--- src/rtl/core/hashed_timing_wheel_macros.svh ---
// assertion macros for the hashed timing wheel
`ifndef HASHED_TIMING_WHEEL_MACROS_SVH
`define HASHED_TIMING_WHEEL_MACROS_SVH

`ifndef SYNTH
// antecedent and consequent in the same cycle
`define HTW_ASSERT_SAME(label, clk, rst_n, ante, cons) \
    label: assert property (@(posedge clk) disable iff (!(rst_n)) (ante) |-> (cons)) \
        else $error("assertion failed");
// consequent in the cycle after the antecedent
`define HTW_ASSERT_NEXT(label, clk, rst_n, ante, cons) \
    label: assert property (@(posedge clk) disable iff (!(rst_n)) (ante) |=> (cons)) \
        else $error("assertion failed");
`else
`define HTW_ASSERT_SAME(label, clk, rst_n, ante, cons)
`define HTW_ASSERT_NEXT(label, clk, rst_n, ante, cons)
`endif

`endif

--- src/rtl/core/htw_pkg.sv ---
// types, codes and constants of the hashed timing wheel
`timescale 1ns / 1ps
package htw_pkg;

    localparam int DEF_WHEEL_SIZE = 8;
    localparam int DEF_MAX_TASKS  = 32;
    localparam int DEF_TICK_WIDTH = 32;

    localparam int TASK_W     = 5;
    localparam int DELAY_W    = 32;
    localparam int KIND_W     = 3;
    localparam int OUT_TICK_W = 32;
    localparam int RESULT_CAP = 32;
    localparam int S_TUSER_W  = 2;
    localparam int S_TDATA_W  = 40;
    localparam int M_TDATA_W  = 48;

    typedef enum logic [1:0] {
        REQ_INSERT,
        REQ_REMOVE,
        REQ_TICK,
        REQ_SET_KIND
    } t_req;

    typedef enum logic [1:0] {
        STAT_OK,
        STAT_IGNORED,
        STAT_BUSY,
        STAT_FATAL
    } t_status;

    localparam logic [KIND_W-1:0] KIND_SLEEP      = 3'd0;
    localparam logic [KIND_W-1:0] KIND_PEND       = 3'd1;
    localparam logic [KIND_W-1:0] KIND_PEND_SUSP  = 3'd2;
    localparam logic [KIND_W-1:0] KIND_SLEEP_SUSP = 3'd3;

    typedef struct packed {
        t_status             status;
        logic                expired;
        logic [TASK_W-1:0]   task_id;
        logic                new_state;
        logic                block_result;
        logic                leave_block_list;
        logic                reset_mutex_priority;
        logic                add_to_ready;
    } t_result;

    typedef enum logic [3:0] {
        S_IDLE,
        S_MOD,
        S_HEAD_RD,
        S_HEAD,
        S_INS_WALK,
        S_INS_NODE,
        S_LINK_A,
        S_LINK_B,
        S_UNLINK,
        S_TICK_WALK,
        S_TICK_NODE,
        S_FINISH
    } t_state;

    function automatic t_result plain_result(t_status st, logic [TASK_W-1:0] id);
        t_result r;
        r = '0;
        r.status  = st;
        r.task_id = id;
        return r;
    endfunction

    // result of a due task, by its wait kind
    function automatic t_result expire_result(logic [KIND_W-1:0] kind,
                                              logic [TASK_W-1:0] id);
        t_result r;
        r = '0;
        r.status  = STAT_OK;
        r.expired = 1'b1;
        r.task_id = id;
        case (kind)
            KIND_SLEEP: begin
                r.add_to_ready = 1'b1;
            end
            KIND_PEND: begin
                r.block_result         = 1'b1;
                r.leave_block_list     = 1'b1;
                r.reset_mutex_priority = 1'b1;
                r.add_to_ready         = 1'b1;
            end
            KIND_PEND_SUSP: begin
                r.new_state            = 1'b1;
                r.block_result         = 1'b1;
                r.leave_block_list     = 1'b1;
                r.reset_mutex_priority = 1'b1;
            end
            KIND_SLEEP_SUSP: begin
                r.new_state = 1'b1;
            end
            default: begin
                r.status = STAT_FATAL;
            end
        endcase
        return r;
    endfunction

endpackage

--- src/rtl/core/hashed_timing_wheel.sv ---
// Hashed timing wheel: task timeouts kept in sorted linked buckets.
// Every request runs as a sequence of states and the input is not ready
// meanwhile; an output stall holds the sequence until the result is taken.
// Set-kind and an ignored request go straight to the finish state. A remove
// reads the task's links and unlinks it before it finishes. A tick reads the
// bucket head, then reads and decides on each task looked at in its bucket
// until the scan reaches the end of the bucket, a task not yet due or the
// result cap. An insert first reduces the expiry tick modulo WHEEL_SIZE one
// byte per cycle through constant remainder tables. It then reads the bucket
// head and walks the sorted bucket until it reaches its end or an entry with
// more time left, and then links the task in.
// The link, expiry and kind stores each have one write port and one read
// port with a registered read, so each list step is a read state followed
// by a decide state. Results leave through an output register. A tick sends
// one result per due task (at most 32), or one empty result when nothing is
// due, with tlast on the final one.
`timescale 1ns / 1ps
`include "hashed_timing_wheel_macros.svh"
module hashed_timing_wheel #(
    parameter int WHEEL_SIZE = htw_pkg::DEF_WHEEL_SIZE,
    parameter int MAX_TASKS  = htw_pkg::DEF_MAX_TASKS,
    parameter int TICK_WIDTH = htw_pkg::DEF_TICK_WIDTH
) (
    input  logic                           i_clk,
    input  logic                           i_rst_n,
    input  logic                           i_s_tvalid,
    output logic                           o_s_tready,
    // task_id[4:0], delay[36:5], wait_kind[39:37]
    input  logic [htw_pkg::S_TDATA_W-1:0]  i_s_tdata,
    // req_type[1:0]
    input  logic [htw_pkg::S_TUSER_W-1:0]  i_s_tuser,
    output logic                           o_m_tvalid,
    input  logic                           i_m_tready,
    // status[1:0], expired[2], out_task[7:3], new_state[8], block_result[9],
    // leave_block_list[10], reset_mutex_priority[11], add_to_ready[12],
    // current_tick[44:13], zero[47:45]
    output logic [htw_pkg::M_TDATA_W-1:0]  o_m_tdata,
    output logic                           o_m_tlast
);
    import htw_pkg::*;

    localparam int IDX_W  = (MAX_TASKS > 1) ? $clog2(MAX_TASKS) : 1;
    localparam int LINK_W = $clog2(MAX_TASKS + 1);
    localparam int CNT_W  = $clog2(MAX_TASKS + 1);
    localparam int BKT_W  = $clog2(WHEEL_SIZE);
    localparam int NBYTES = (TICK_WIDTH + 7) / 8;
    localparam int EXT_W  = NBYTES * 8;
    localparam int MODC_W = (NBYTES > 1) ? $clog2(NBYTES) : 1;
    localparam int CMP_W  = (TICK_WIDTH > DELAY_W) ? TICK_WIDTH : DELAY_W;
    localparam int LIMIT  = (MAX_TASKS < RESULT_CAP) ? MAX_TASKS : RESULT_CAP;
    localparam logic [LINK_W-1:0] NIL = LINK_W'(MAX_TASKS);

    // remainder of each byte value
    function automatic logic [256*BKT_W-1:0] byte_mod_tbl();
        logic [256*BKT_W-1:0] tbl;
        tbl = '0;
        for (int i = 0; i < 256; i++) begin
            tbl[i*BKT_W +: BKT_W] = BKT_W'(i % WHEEL_SIZE);
        end
        return tbl;
    endfunction

    // remainder of a partial remainder shifted up by one byte
    function automatic logic [256*BKT_W-1:0] shift_mod_tbl();
        logic [256*BKT_W-1:0] tbl;
        tbl = '0;
        for (int i = 0; i < 256; i++) begin
            tbl[i*BKT_W +: BKT_W] = BKT_W'((i * 256) % WHEEL_SIZE);
        end
        return tbl;
    endfunction

    localparam logic [256*BKT_W-1:0] BYTE_MOD  = byte_mod_tbl();
    localparam logic [256*BKT_W-1:0] SHIFT_MOD = shift_mod_tbl();

    // stores
    logic [TICK_WIDTH-1:0] m_exp  [MAX_TASKS];
    logic [LINK_W-1:0]     m_next [MAX_TASKS];
    logic [LINK_W-1:0]     m_prev [MAX_TASKS];
    logic [KIND_W-1:0]     m_kind [MAX_TASKS];
    logic [BKT_W-1:0]      m_bkt  [MAX_TASKS];
    logic [LINK_W-1:0]     m_head [WHEEL_SIZE];
    logic                  r_head_vld [WHEEL_SIZE];
    logic                  r_in_wheel [MAX_TASKS];

    logic [TICK_WIDTH-1:0] r_rd_exp;
    logic [LINK_W-1:0]     r_rd_next, r_rd_prev, r_rd_head;
    logic [KIND_W-1:0]     r_rd_kind;
    logic [BKT_W-1:0]      r_rd_bkt;

    // sequencer registers
    t_state                r_state, n_state;
    t_req                  r_req, n_req;
    logic [TICK_WIDTH-1:0] r_tick, n_tick;
    logic [BKT_W-1:0]      r_tick_bkt, n_tick_bkt;
    logic [TICK_WIDTH-1:0] r_exp, n_exp;
    logic [DELAY_W-1:0]    r_delay, n_delay;
    logic [TASK_W-1:0]     r_task, n_task;
    logic [BKT_W-1:0]      r_bkt, n_bkt;
    logic [MODC_W-1:0]     r_modc, n_modc;
    logic [LINK_W-1:0]     r_q, n_q;
    logic [LINK_W-1:0]     r_before, n_before;
    logic [CNT_W-1:0]      r_cnt, n_cnt;
    logic                  r_pend_vld, n_pend_vld;
    t_result               r_pend, n_pend;
    logic                  r_out_vld;
    t_result               r_out;
    logic                  r_out_last;
    logic [TICK_WIDTH-1:0] r_out_tick;

    // write and read ports
    logic                  exp_we, next_we, prev_we, kind_we, bkt_we, head_we;
    logic [IDX_W-1:0]      exp_wa, next_wa, prev_wa, kind_wa, bkt_wa;
    logic [BKT_W-1:0]      head_wa;
    logic [TICK_WIDTH-1:0] exp_wd;
    logic [LINK_W-1:0]     next_wd, prev_wd, head_wd;
    logic [BKT_W-1:0]      bkt_wd;
    logic                  inw_set, inw_clr;
    logic [IDX_W-1:0]      inw_idx;
    logic [IDX_W-1:0]      rd_addr;
    logic [BKT_W-1:0]      hd_addr;
    logic                  unl;

    logic                  push, push_last;
    t_result               push_res;

    logic                  s_fire, out_free, task_ok;
    t_req                  req_in;
    logic [TASK_W-1:0]     in_task;
    logic [DELAY_W-1:0]    in_delay;
    logic [KIND_W-1:0]     in_kind;
    logic [IDX_W-1:0]      in_idx;
    logic [EXT_W-1:0]      exp_ext;
    logic [7:0]            mod_byte;
    logic [BKT_W:0]        mod_t;
    logic [TICK_WIDTH-1:0] rem;

    assign req_in   = t_req'(i_s_tuser);
    assign in_task  = i_s_tdata[4:0];
    assign in_delay = i_s_tdata[36:5];
    assign in_kind  = i_s_tdata[39:37];
    assign in_idx   = IDX_W'(in_task);
    assign task_ok  = (32'(in_task) < 32'(MAX_TASKS));
    assign o_s_tready = (r_state == S_IDLE);
    assign s_fire   = i_s_tvalid && o_s_tready;
    assign out_free = !r_out_vld || i_m_tready;
    assign exp_ext  = EXT_W'(r_exp);
    assign mod_byte = exp_ext[{r_modc, 3'b000} +: 8];
    // partial remainder shifted by a byte plus the next byte, both reduced
    assign mod_t    = {1'b0, SHIFT_MOD[int'(r_bkt) * BKT_W +: BKT_W]}
                    + {1'b0, BYTE_MOD[int'(mod_byte) * BKT_W +: BKT_W]};
    assign rem      = r_rd_exp - r_tick;

    always_comb begin
        n_state    = r_state;
        n_req      = r_req;
        n_tick     = r_tick;
        n_tick_bkt = r_tick_bkt;
        n_exp      = r_exp;
        n_delay    = r_delay;
        n_task     = r_task;
        n_bkt      = r_bkt;
        n_modc     = r_modc;
        n_q        = r_q;
        n_before   = r_before;
        n_cnt      = r_cnt;
        n_pend_vld = r_pend_vld;
        n_pend     = r_pend;
        exp_we  = 1'b0; exp_wa  = '0; exp_wd  = '0;
        next_we = 1'b0; next_wa = '0; next_wd = '0;
        prev_we = 1'b0; prev_wa = '0; prev_wd = '0;
        kind_we = 1'b0; kind_wa = '0;
        bkt_we  = 1'b0; bkt_wa  = '0; bkt_wd  = '0;
        head_we = 1'b0; head_wa = '0; head_wd = '0;
        inw_set = 1'b0; inw_clr = 1'b0; inw_idx = '0;
        rd_addr = '0;
        hd_addr = r_bkt;
        unl     = 1'b0;
        push      = 1'b0;
        push_last = 1'b0;
        push_res  = r_pend;

        case (r_state)
            S_IDLE: begin
                if (s_fire) begin
                    n_req      = req_in;
                    n_task     = in_task;
                    n_pend_vld = 1'b1;
                    n_pend     = plain_result(STAT_OK, in_task);
                    n_state    = S_FINISH;
                    if (req_in == REQ_TICK) begin
                        n_tick     = r_tick + 1'b1;
                        n_pend_vld = 1'b0;
                        n_cnt      = '0;
                        // counter wrap lands on bucket zero
                        if (&r_tick || r_tick_bkt == BKT_W'(WHEEL_SIZE - 1)) begin
                            n_tick_bkt = '0;
                        end else begin
                            n_tick_bkt = r_tick_bkt + 1'b1;
                        end
                        n_bkt   = n_tick_bkt;
                        n_state = S_HEAD_RD;
                    end else if (!task_ok) begin
                        n_pend.status = STAT_IGNORED;
                    end else begin
                        case (req_in)
                            REQ_INSERT: begin
                                if (in_delay == '0) begin
                                    n_pend.status = STAT_IGNORED;
                                end else if (r_in_wheel[in_idx]) begin
                                    n_pend.status = STAT_BUSY;
                                end else begin
                                    n_exp   = r_tick + TICK_WIDTH'(in_delay);
                                    n_delay = in_delay;
                                    n_bkt   = '0;
                                    n_modc  = MODC_W'(NBYTES - 1);
                                    n_state = S_MOD;
                                end
                            end
                            REQ_REMOVE: begin
                                if (r_in_wheel[in_idx]) begin
                                    rd_addr = in_idx;
                                    n_state = S_UNLINK;
                                end else begin
                                    n_pend.status = STAT_IGNORED;
                                end
                            end
                            default: begin
                                kind_we = 1'b1;
                                kind_wa = in_idx;
                            end
                        endcase
                    end
                end
            end
            S_MOD: begin
                // one byte per cycle, most significant first
                if (mod_t >= (BKT_W + 1)'(WHEEL_SIZE)) begin
                    n_bkt = BKT_W'(mod_t - (BKT_W + 1)'(WHEEL_SIZE));
                end else begin
                    n_bkt = BKT_W'(mod_t);
                end
                if (r_modc == '0) begin
                    n_state = S_HEAD_RD;
                end else begin
                    n_modc = r_modc - 1'b1;
                end
            end
            S_HEAD_RD: begin
                hd_addr  = r_bkt;
                n_cnt    = '0;
                n_before = NIL;
                n_state  = S_HEAD;
            end
            S_HEAD: begin
                n_q     = r_rd_head;
                n_state = (r_req == REQ_TICK) ? S_TICK_WALK : S_INS_WALK;
            end
            S_INS_WALK: begin
                if (r_q >= NIL || r_cnt == CNT_W'(MAX_TASKS)) begin
                    n_state = S_LINK_A;
                end else begin
                    rd_addr = r_q[IDX_W-1:0];
                    n_state = S_INS_NODE;
                end
            end
            S_INS_NODE: begin
                // stop at the first entry with more time left
                if (CMP_W'(rem) > CMP_W'(r_delay)) begin
                    n_state = S_LINK_A;
                end else begin
                    n_before = r_q;
                    n_q      = r_rd_next;
                    n_cnt    = r_cnt + 1'b1;
                    n_state  = S_INS_WALK;
                end
            end
            S_LINK_A: begin
                exp_we  = 1'b1; exp_wa  = IDX_W'(r_task); exp_wd  = r_exp;
                bkt_we  = 1'b1; bkt_wa  = IDX_W'(r_task); bkt_wd  = r_bkt;
                prev_we = 1'b1; prev_wa = IDX_W'(r_task); prev_wd = r_before;
                next_we = 1'b1; next_wa = IDX_W'(r_task);
                next_wd = (r_q >= NIL) ? NIL : r_q;
                inw_set = 1'b1; inw_idx = IDX_W'(r_task);
                if (r_before >= NIL) begin
                    head_we = 1'b1;
                    head_wa = r_bkt;
                    head_wd = LINK_W'(r_task);
                end
                n_state = S_LINK_B;
            end
            S_LINK_B: begin
                if (r_before < NIL) begin
                    next_we = 1'b1;
                    next_wa = r_before[IDX_W-1:0];
                    next_wd = LINK_W'(r_task);
                end
                if (r_q < NIL) begin
                    prev_we = 1'b1;
                    prev_wa = r_q[IDX_W-1:0];
                    prev_wd = LINK_W'(r_task);
                end
                n_state = S_FINISH;
            end
            S_UNLINK: begin
                unl     = 1'b1;
                inw_idx = IDX_W'(r_task);
                n_state = S_FINISH;
            end
            S_TICK_WALK: begin
                if (r_q >= NIL || r_cnt == CNT_W'(LIMIT)) begin
                    n_state = S_FINISH;
                end else begin
                    rd_addr = r_q[IDX_W-1:0];
                    n_state = S_TICK_NODE;
                end
            end
            S_TICK_NODE: begin
                rd_addr = r_q[IDX_W-1:0];
                if (r_rd_exp != r_tick) begin
                    n_state = S_FINISH;
                end else if (!r_pend_vld || out_free) begin
                    // previous due task goes out now that another follows
                    push       = r_pend_vld;
                    n_pend_vld = 1'b1;
                    n_pend     = expire_result(r_rd_kind, TASK_W'(r_q));
                    if (r_rd_kind <= KIND_SLEEP_SUSP) begin
                        unl     = 1'b1;
                        inw_idx = r_q[IDX_W-1:0];
                    end
                    n_q     = r_rd_next;
                    n_cnt   = r_cnt + 1'b1;
                    n_state = S_TICK_WALK;
                end
            end
            S_FINISH: begin
                if (out_free) begin
                    push       = 1'b1;
                    push_last  = 1'b1;
                    push_res   = r_pend_vld ? r_pend : '0;
                    n_pend_vld = 1'b0;
                    n_state    = S_IDLE;
                end
            end
            default: begin
                n_state = S_IDLE;
            end
        endcase

        // unlink from the data read at the task's slot
        if (unl) begin
            inw_clr = 1'b1;
            if (r_rd_prev >= NIL) begin
                head_we = 1'b1;
                head_wa = r_rd_bkt;
                head_wd = r_rd_next;
            end else begin
                next_we = 1'b1;
                next_wa = r_rd_prev[IDX_W-1:0];
                next_wd = r_rd_next;
            end
            if (r_rd_next < NIL) begin
                prev_we = 1'b1;
                prev_wa = r_rd_next[IDX_W-1:0];
                prev_wd = r_rd_prev;
            end
        end
    end

    always_ff @(posedge i_clk) begin
        if (exp_we) begin
            m_exp[exp_wa] <= exp_wd;
        end
        if (next_we) begin
            m_next[next_wa] <= next_wd;
        end
        if (prev_we) begin
            m_prev[prev_wa] <= prev_wd;
        end
        if (kind_we) begin
            m_kind[kind_wa] <= in_kind;
        end
        if (bkt_we) begin
            m_bkt[bkt_wa] <= bkt_wd;
        end
        if (head_we) begin
            m_head[head_wa] <= head_wd;
        end
        r_rd_exp  <= m_exp[rd_addr];
        r_rd_next <= m_next[rd_addr];
        r_rd_prev <= m_prev[rd_addr];
        r_rd_kind <= m_kind[rd_addr];
        r_rd_bkt  <= m_bkt[rd_addr];
        r_rd_head <= r_head_vld[hd_addr] ? m_head[hd_addr] : NIL;
    end

    always_ff @(posedge i_clk) begin
        if (!i_rst_n) begin
            r_state    <= S_IDLE;
            r_tick     <= '0;
            r_tick_bkt <= '0;
            r_pend_vld <= 1'b0;
            r_out_vld  <= 1'b0;
            for (int i = 0; i < WHEEL_SIZE; i++) begin
                r_head_vld[i] <= 1'b0;
            end
            for (int i = 0; i < MAX_TASKS; i++) begin
                r_in_wheel[i] <= 1'b0;
            end
        end else begin
            r_state    <= n_state;
            r_tick     <= n_tick;
            r_tick_bkt <= n_tick_bkt;
            r_pend_vld <= n_pend_vld;
            if (head_we) begin
                r_head_vld[head_wa] <= 1'b1;
            end
            if (inw_set) begin
                r_in_wheel[inw_idx] <= 1'b1;
            end else if (inw_clr) begin
                r_in_wheel[inw_idx] <= 1'b0;
            end
            if (push) begin
                r_out_vld <= 1'b1;
            end else if (i_m_tready) begin
                r_out_vld <= 1'b0;
            end
        end
    end

    always_ff @(posedge i_clk) begin
        r_req    <= n_req;
        r_exp    <= n_exp;
        r_delay  <= n_delay;
        r_task   <= n_task;
        r_bkt    <= n_bkt;
        r_modc   <= n_modc;
        r_q      <= n_q;
        r_before <= n_before;
        r_cnt    <= n_cnt;
        r_pend   <= n_pend;
        if (push) begin
            r_out      <= push_res;
            r_out_last <= push_last;
            r_out_tick <= r_tick;
        end
    end

    assign o_m_tvalid = r_out_vld;
    assign o_m_tlast  = r_out_last;
    assign o_m_tdata  = {3'b000, OUT_TICK_W'(r_out_tick), r_out.add_to_ready,
                         r_out.reset_mutex_priority, r_out.leave_block_list,
                         r_out.block_result, r_out.new_state, r_out.task_id,
                         r_out.expired, r_out.status};

    // every transfer in takes the sequencer out of idle
    `HTW_ASSERT_NEXT(a_busy_after_accept, i_clk, i_rst_n, s_fire, r_state != S_IDLE)
    // a result never overwrites one that is still waiting
    `HTW_ASSERT_SAME(a_no_overwrite, i_clk, i_rst_n, push && r_out_vld, i_m_tready)
    // the due-task scan stays within the result cap
    `HTW_ASSERT_SAME(a_scan_bound, i_clk, i_rst_n, r_state == S_TICK_WALK, r_cnt <= CNT_W'(LIMIT))

endmodule
--- config.mk ---
export PLATFORM = sky130hd
export DESIGN_NAME = hashed_timing_wheel
export DESIGN_NICKNAME = d
export VERILOG_FILES = /design/src/rtl/core/htw_pkg.sv /design/src/rtl/core/hashed_timing_wheel.sv
export VERILOG_INCLUDE_DIRS = /design/src /design/src/rtl/core
export SDC_FILE = /design/constraint.sdc
export NUM_CORES = 2
export LEC_CHECK = 0
export ABC_AREA = 0
export ABC_CLOCK_PERIOD_IN_PS = 15250
export BUFFER_PORTS_ARGS = -buffer_cell sky130_fd_sc_hd__buf_2
export CAP_MARGIN = 20
export CORE_AREA = 2 2 402 404
export CTS_CLUSTER_SIZE = 30
export DETAILED_ROUTE_END_ITERATION = 8
export DIE_AREA = 0 0 404 406
export PLACE_DENSITY = 0.65
export SLEW_MARGIN = 40
export SYNTH_ARGS = -nofsm -noshare
export SYNTH_HDL_FRONTEND = slang
export SYNTH_SLANG_ARGS = --single-unit
--- constraint.sdc ---
create_clock -name i_clk -period 15.25 [get_ports i_clk]
set_input_delay 3.05 -clock i_clk [delete_from_list [all_inputs] [get_ports i_clk]]
set_output_delay 3.05 -clock i_clk [all_outputs]
set_load 0.005 [all_outputs]
## Word-level counts from Yosys, hierarchy flattened

Memory sizes are Yosys's and may differ from the RTL's. A register that Yosys moved wholly into a read port is not among the register bits.
Cells that the tools add are included.

| storage, ports and cells | value |
|---|---|
| output and inout bits | 51 |
| bits in writable memories | 1,688 |
| word-level logic and storage cells | 305 |
| memories kept | 8 |
| flip-flop bits (word level) | 194 |
| input bits | 46 |

Memories:

| name | depth | bits a word | read ports | clocked after Yosys merged registers in | write ports | RTL line | source |
|---|---|---|---|---|---|---|---|
| m_exp | 32 | 32 | 1 | 1 | 1 | hashed_timing_wheel.sv:77 | `logic [TICK_WIDTH-1:0] m_exp [MAX_TASKS];` |
| m_next | 32 | 6 | 1 | 1 | 1 | hashed_timing_wheel.sv:78 | `logic [LINK_W-1:0] m_next [MAX_TASKS];` |
| m_prev | 32 | 6 | 1 | 1 | 1 | hashed_timing_wheel.sv:79 | `logic [LINK_W-1:0] m_prev [MAX_TASKS];` |
| m_bkt | 32 | 3 | 1 | 1 | 1 | hashed_timing_wheel.sv:81 | `logic [BKT_W-1:0] m_bkt [MAX_TASKS];` |
| m_kind | 32 | 3 | 1 | 1 | 1 | hashed_timing_wheel.sv:80 | `logic [KIND_W-1:0] m_kind [MAX_TASKS];` |
| m_head | 8 | 6 | 1 | 1 | 1 | hashed_timing_wheel.sv:82 | `logic [LINK_W-1:0] m_head [WHEEL_SIZE];` |
| 2 more memories | - | - | - | - | - | - |  |

| cells by class | value |
|---|---|
| reduce and logical (&&, ||, !) cells | 42 |
| equality and inequality tests | 36 |
| muxes and demuxes | 161 |
| shift-type cells | 3 |
| $lt $le $gt $ge | 9 |
| multipliers | 2 |
| bitwise logic cells | 4 |
| $add $sub $neg | 8 |

Operators by type and width:

| cell | count |
|---|---|
| 768-bit by 11-bit variable part select with 3-bit output, first input constant | 1 |
| 768-bit by 6-bit variable part select with 3-bit output, first input constant | 1 |
| 5-bit 2-to-1 mux | 24 |
| 6-bit 2-to-1 mux | 16 |
| 13-bit 2-to-1 mux | 6 |
| 1-bit 2-to-1 mux | 57 |
| 3-bit 2-to-1 mux | 15 |
| 4-bit one-hot mux with 11 select lines | 1 |
| 4-bit 2-to-1 mux | 9 |
| 6-bit one-hot mux with 2 select lines | 3 |
| 32-bit by 1-bit adder with 32-bit output, second input constant | 1 |
| 32-bit adder | 1 |
| 32-bit greater-than comparator | 1 |
| 32-bit zero test | 1 |
| 32-bit 2-to-1 mux | 1 |
| 32-bit != test | 1 |
| 32-bit AND reduction | 1 |
| 32-bit by 6-bit variable part select with 8-bit output | 1 |
| 32-bit subtractor | 1 |
| 5-bit one-hot mux with 2 select lines | 3 |
| 2-bit 2-to-1 mux | 13 |
| 13-bit one-hot mux with 2 select lines | 1 |
| 6-bit one-hot mux with 4 select lines | 1 |
| 6-bit greater-or-equal comparator, second input constant | 3 |
| other kinds (51) | 102 |

## Logic depth before layout (Yosys ltp)

| logic depth | value |
|---|---|
| word-level depth | 14 |
| gate-level depth with buffers | 25 |
| mapped depth without buffers | 25 |

## Worst setup path after synthesis

OpenSTA, ideal clock, no wires.

| path | value |
|---|---|
| path type | input -> register |
| start point | input port i_s_tdata[0] in the netlist's numbering |
| end point | register r_exp[0] (netlist: exp_ext[0]) (enable) |
| buffers on the path | 2 |
| data arrival time | 7,457 ps |
| path slack | 7,307 ps |
| data required time | 14,764 ps |
| cell stages on the path | 8 |
| cells stage by stage | buf_2 mux4_2 a22o_1 a31oi_2 nand2_2 buf_4 or3_1 nor2_1 |

| between the ends | value |
|---|---|
| word-level cells in the longest chain between the ends | 3 |

RTL lines:

| what | RTL line | source |
|---|---|---|
| start: declaration | hashed_timing_wheel.sv:29 | `input logic [htw_pkg::S_TDATA_W-1:0] i_s_tdata,` |
| memory 32 x 1 bit | - |  |
| 1-bit inverter (no source line) | - |  |
| 6-bit AND reduction (no source line) | - |  |
| end signal: assignment | hashed_timing_wheel.sv:433 | `r_exp <= n_exp;` |
| end: declaration | hashed_timing_wheel.sv:96 | `logic [TICK_WIDTH-1:0] r_exp, n_exp;` |

Every way passes these cells.
A chain may end at the register's enable or synchronous reset.

## Worst setup path in the final report

| path | value |
|---|---|
| start point | input port i_s_tdata[0] in the netlist's numbering |
| end point | register r_rd_exp[24], read port of m_exp |

| between the ends | value |
|---|---|
| word-level cells in the longest chain between the ends | 6 |

RTL lines:

| what | RTL line | source |
|---|---|---|
| memory 32 x 1 bit | - |  |
| 5-bit 2-to-1 mux * | hashed_timing_wheel.sv:221 | `if (r_in_wheel[in_idx]) begin` |
| 5-bit 2-to-1 mux * | hashed_timing_wheel.sv:206 | `case (req_in)` |
| 5-bit 2-to-1 mux * | hashed_timing_wheel.sv:191 | `if (req_in == REQ_TICK) begin` |
| 5-bit 2-to-1 mux * | hashed_timing_wheel.sv:185 | `if (s_fire) begin` |
| 5-bit one-hot mux with 3 select lines * | hashed_timing_wheel.sv:183 | `case (r_state)` |
| end: declaration | hashed_timing_wheel.sv:86 | `logic [TICK_WIDTH-1:0] r_rd_exp;` |

Mark *: on every way between the ends. The rest lies on a longest branch, timed or not.

==> results.md <==
* Outcome: finished, final reports clean
* GR peak layer: met2
* Final worst-path setup slack at 7.37 ns
* Vias per cell at about 6.2
* Clock Path Buffers at 3
* # port buffers at 93
* Worst Path Required at 16.02 ns
* Clock slew at reported path FFs at 0.06 ns
* Worst Skew at roughly 0.076 ns
* Most common cell after layout, fill and taps aside: edfxtp_1
* Total CTS buffers at between 150 and 200
* Routed Antenna Nets at 0
* # fillers at about 13000
* # hold bufs at CTS at 0
* Non-Filler Cell Area, Final at about 89000 sq um
* Area growth, synth to finish at 11.6%
* Setup Viol. Count Final at 0
* Pins Over Slew Limit at 0
* GP Congestion at about 0.86
* TritonCTS Sinks at 1937
* Share of cells above drive strength 1 at 10.4%
* Pwr Density at between 100 and 150 nW/um^2
* Synth Instances at roughly 5900
* First-pass GRT wire length at between 300 and 400 mm
* Core Util, Final at 55.6%
* Inst Count DP at 7813
* Period minus WS final at 7.88 ns
* Met1 Use GR at between 30 and 40%
* Post-Syn Area per Cell at approximately 13 sq um
* GR Util met3 at under 10%
* Die W at a little over 400 um
* CTS resizes at 0
* Leak at 27.8 nW
* Largest net degree at the start of global routing at roughly 170
* Initial Util at about 50%
* Clk_lat worst skew at ~0.86 ns
* Final Non-Filler Cells at a little over 8000
* Part of the power in combinational logic at between 15 and 20%
* CP arrival at a little under 9 ns
* Site row count at roughly 150
* Synth async-reset ratio at 0%
* Grt ovf at 0
* I/O pin cnt at between 90 and 100
* Initial antenna violation count at 17
* Initial drt markers at roughly 6500
* Vias in the first global route at approximately 48000
* Die ar. at ~160000 sq um
* Ys flop type: edfxtp_1
* Slew Limit Headroom at between 30% and 40%
* Sw power at around 3.4 mW
* WS Path Type: in -> reg
* 1st-pass router iterations at 7
* M2 GR Usage at between 40% and 50%
* CP Max Fanout at around 160
* Total power at about 13 mW
* Synth cell types at 86
* Startpoint Class: input pin
* Flop and latch count out of synthesis at approximately 1900
* DR vias at ~50000
* Post-synth EDFFs at ~1800
* # diodes at 0
* FMAX at between 0.1 and 0.15 GHz
* Warnings from Yosys at 0
* Switching share of total power at a little over a quarter
* RSZ-0062 raised after global routing: false
* H-tree Lvls at 4
* Fin Hold WS at 0.465 ns
* Most frequent cells in the layout: edfxtp_1 (1797), nand2_1 (1101), a21oi_1 (512)
* Max Cap Violations at 0
* Clock power frac at 36.4%
* HP Class: reg -> reg
* Post-DP Area at approximately 80000 sq um
* Nets at ~6000
* Die height at 406 um
* Worst setup EP type: register
* Dpl ws at 6.30 ns
* Total track usage at between 20% and 30%
* Seq pwr share at 48.3%
* Setup TNS at 0 ns
* WL/cell at approximately 27 um
* Post-synthesis sequential area ratio at between 70% and 80%
* Worst slew pin tran at roughly 0.91 ns
* Final wirelength at around 220 mm
* # DRC at 0
* CTS tree: done
* Hpwl dp at approximately 120 mm
* Worst IR Drop VDD at between 0.1 and 0.15 mV
* Clk root buf: clkbuf_16
* Post-CTS setup buffer count at 0
* Tcrit/Tclk final at just over 50%
* Netlist Area Pre-Place at between 70000 and 80000 sq um
* Final Hold Violating Endpoints at 0
* Core Region at 160000 sq um
* P_int at approximately 9 mW
-- power groups by stage --
stage	clock (mW)	sequential (mW)	combinational, mW
3_3_place_gp	0	6.23	1.87
2_1_floorplan	0	6.10	1.41
3_5_place_dp	0	6.23	1.91
5_1_grt	4.87	6.14	2.13
6_report	4.61	6.13	1.94
4_1_cts	4.66	6.12	1.92
-- Yosys cell counts (38+ instances only) --
library cell | number | area share, %
a32oi_1 | 282 | 3.1
nor2_1 | 235 | 1.1
a21oi_1 | 513 | 3.2
mux2i_1 | 126 | 1.6
nand2_1 | 1107 | 5.2
dfxtp_1 | 140 | 3.5
o21ai_0 | 45 | 0.28
or2_0 | 40 | 0.31
nand3_1 | 38 | 0.24
buf_2 | 94 | 0.59
a21o_1 | 41 | 0.39
and2_1 | 88 | 0.69
inv_1 | 104 | 0.49
a22oi_1 | 109 | 1.0
nor3_1 | 78 | 0.49
o22ai_1 | 189 | 1.5
clkbuf_1 | 222 | 1.0
ha_1 | 100 | 1.6
edfxtp_1 | 1797 | 68
xnor2_1 | 69 | 0.76
-- sequential cells by signal (all words and copies together), names as in the netlist, 8 cells and up, named ones only --
| register | count |
|---|---|
| m_exp | 1024 |
| r_rd_exp | 32 |
| m_kind | 96 |
| r_pend | 11 |
| m_bkt | 96 |
| m_next | 192 |
| o_m_tdata | 11 |
| r_in_wheel | 32 |
| r_out_tick | 32 |
| r_delay | 32 |
| exp_ext | 32 |
| r_head_vld | 8 |
| r_tick | 32 |
| m_head | 48 |
| m_prev | 192 |
-- cell families (layout without fill, tap and decap cells) --
| family | after synthesis | in the layout | share of synthesized area [%] |
|---|---|---|---|
| DFF | 1937 | 1937 | 71.3 |
| and+or+nand+nor | 1748 | 1748 | 9.47 |
| AOI/OAI and AO/OA | 1392 | 1392 | 11.7 |
| buffers and inverters | 472 | 666 | 2.57 |
| muxes | 155 | 155 | 2.29 |
| adders and majority gates | 102 | 102 | 1.62 |
| xor gates and xnor gates | 89 | 89 | 0.980 |
| other | 1 | 3 | 0.00471 |
-- final timing paths --
| check | cells past startpoint | slack [ns] | start | end |
|---|---|---|---|---|
| max | 14 | 7.37 | i_s_tdata[0] | r_rd_exp[24] |
| min | 1 | 0.46 | r_head_vld[4] | r_head_vld[4] |
| max reg2reg | 18 | 9.21 | r_tick[1] | r_q[2] |
| min reg2reg | 1 | 0.46 | r_head_vld[4] | r_head_vld[4] |
-- layer usage --
layer / wire length [um] / vias to the layer above
met4: 6640 / 18
met1: 87600 / 25400
li1: - / 22500
met5: 124 / -
met2: 99500 / 2500
met3: 23100 / 426
-- critical path: stages --
cell and delay [ns]:
buf_2 0.49, mux4_2 0.60, a22o_1 0.24, a31oi_2 0.21
nand2_2 0.32, a31oi_4 0.64, buf_12 0.61, buf_6 0.63
buf_4 0.73, nand2_1 0.13, a32oi_1 0.24, o22ai_1 0.09
or2_0 0.27, nor3_1 0.21
-- layout make-up --
type                    count  area (sq um)  area share (%)
inverters                 105           394           0.444
clock buffers             267          5300            5.97
flip-flops and latches   1937         56800            64.0
well taps                2086          2610            2.94
repair buffers            199          1580            1.78
clock inverters            95           900            1.01
multi-input cells        3489         21200            23.9
Note: power is estimated with default switching activity, not from simulation.
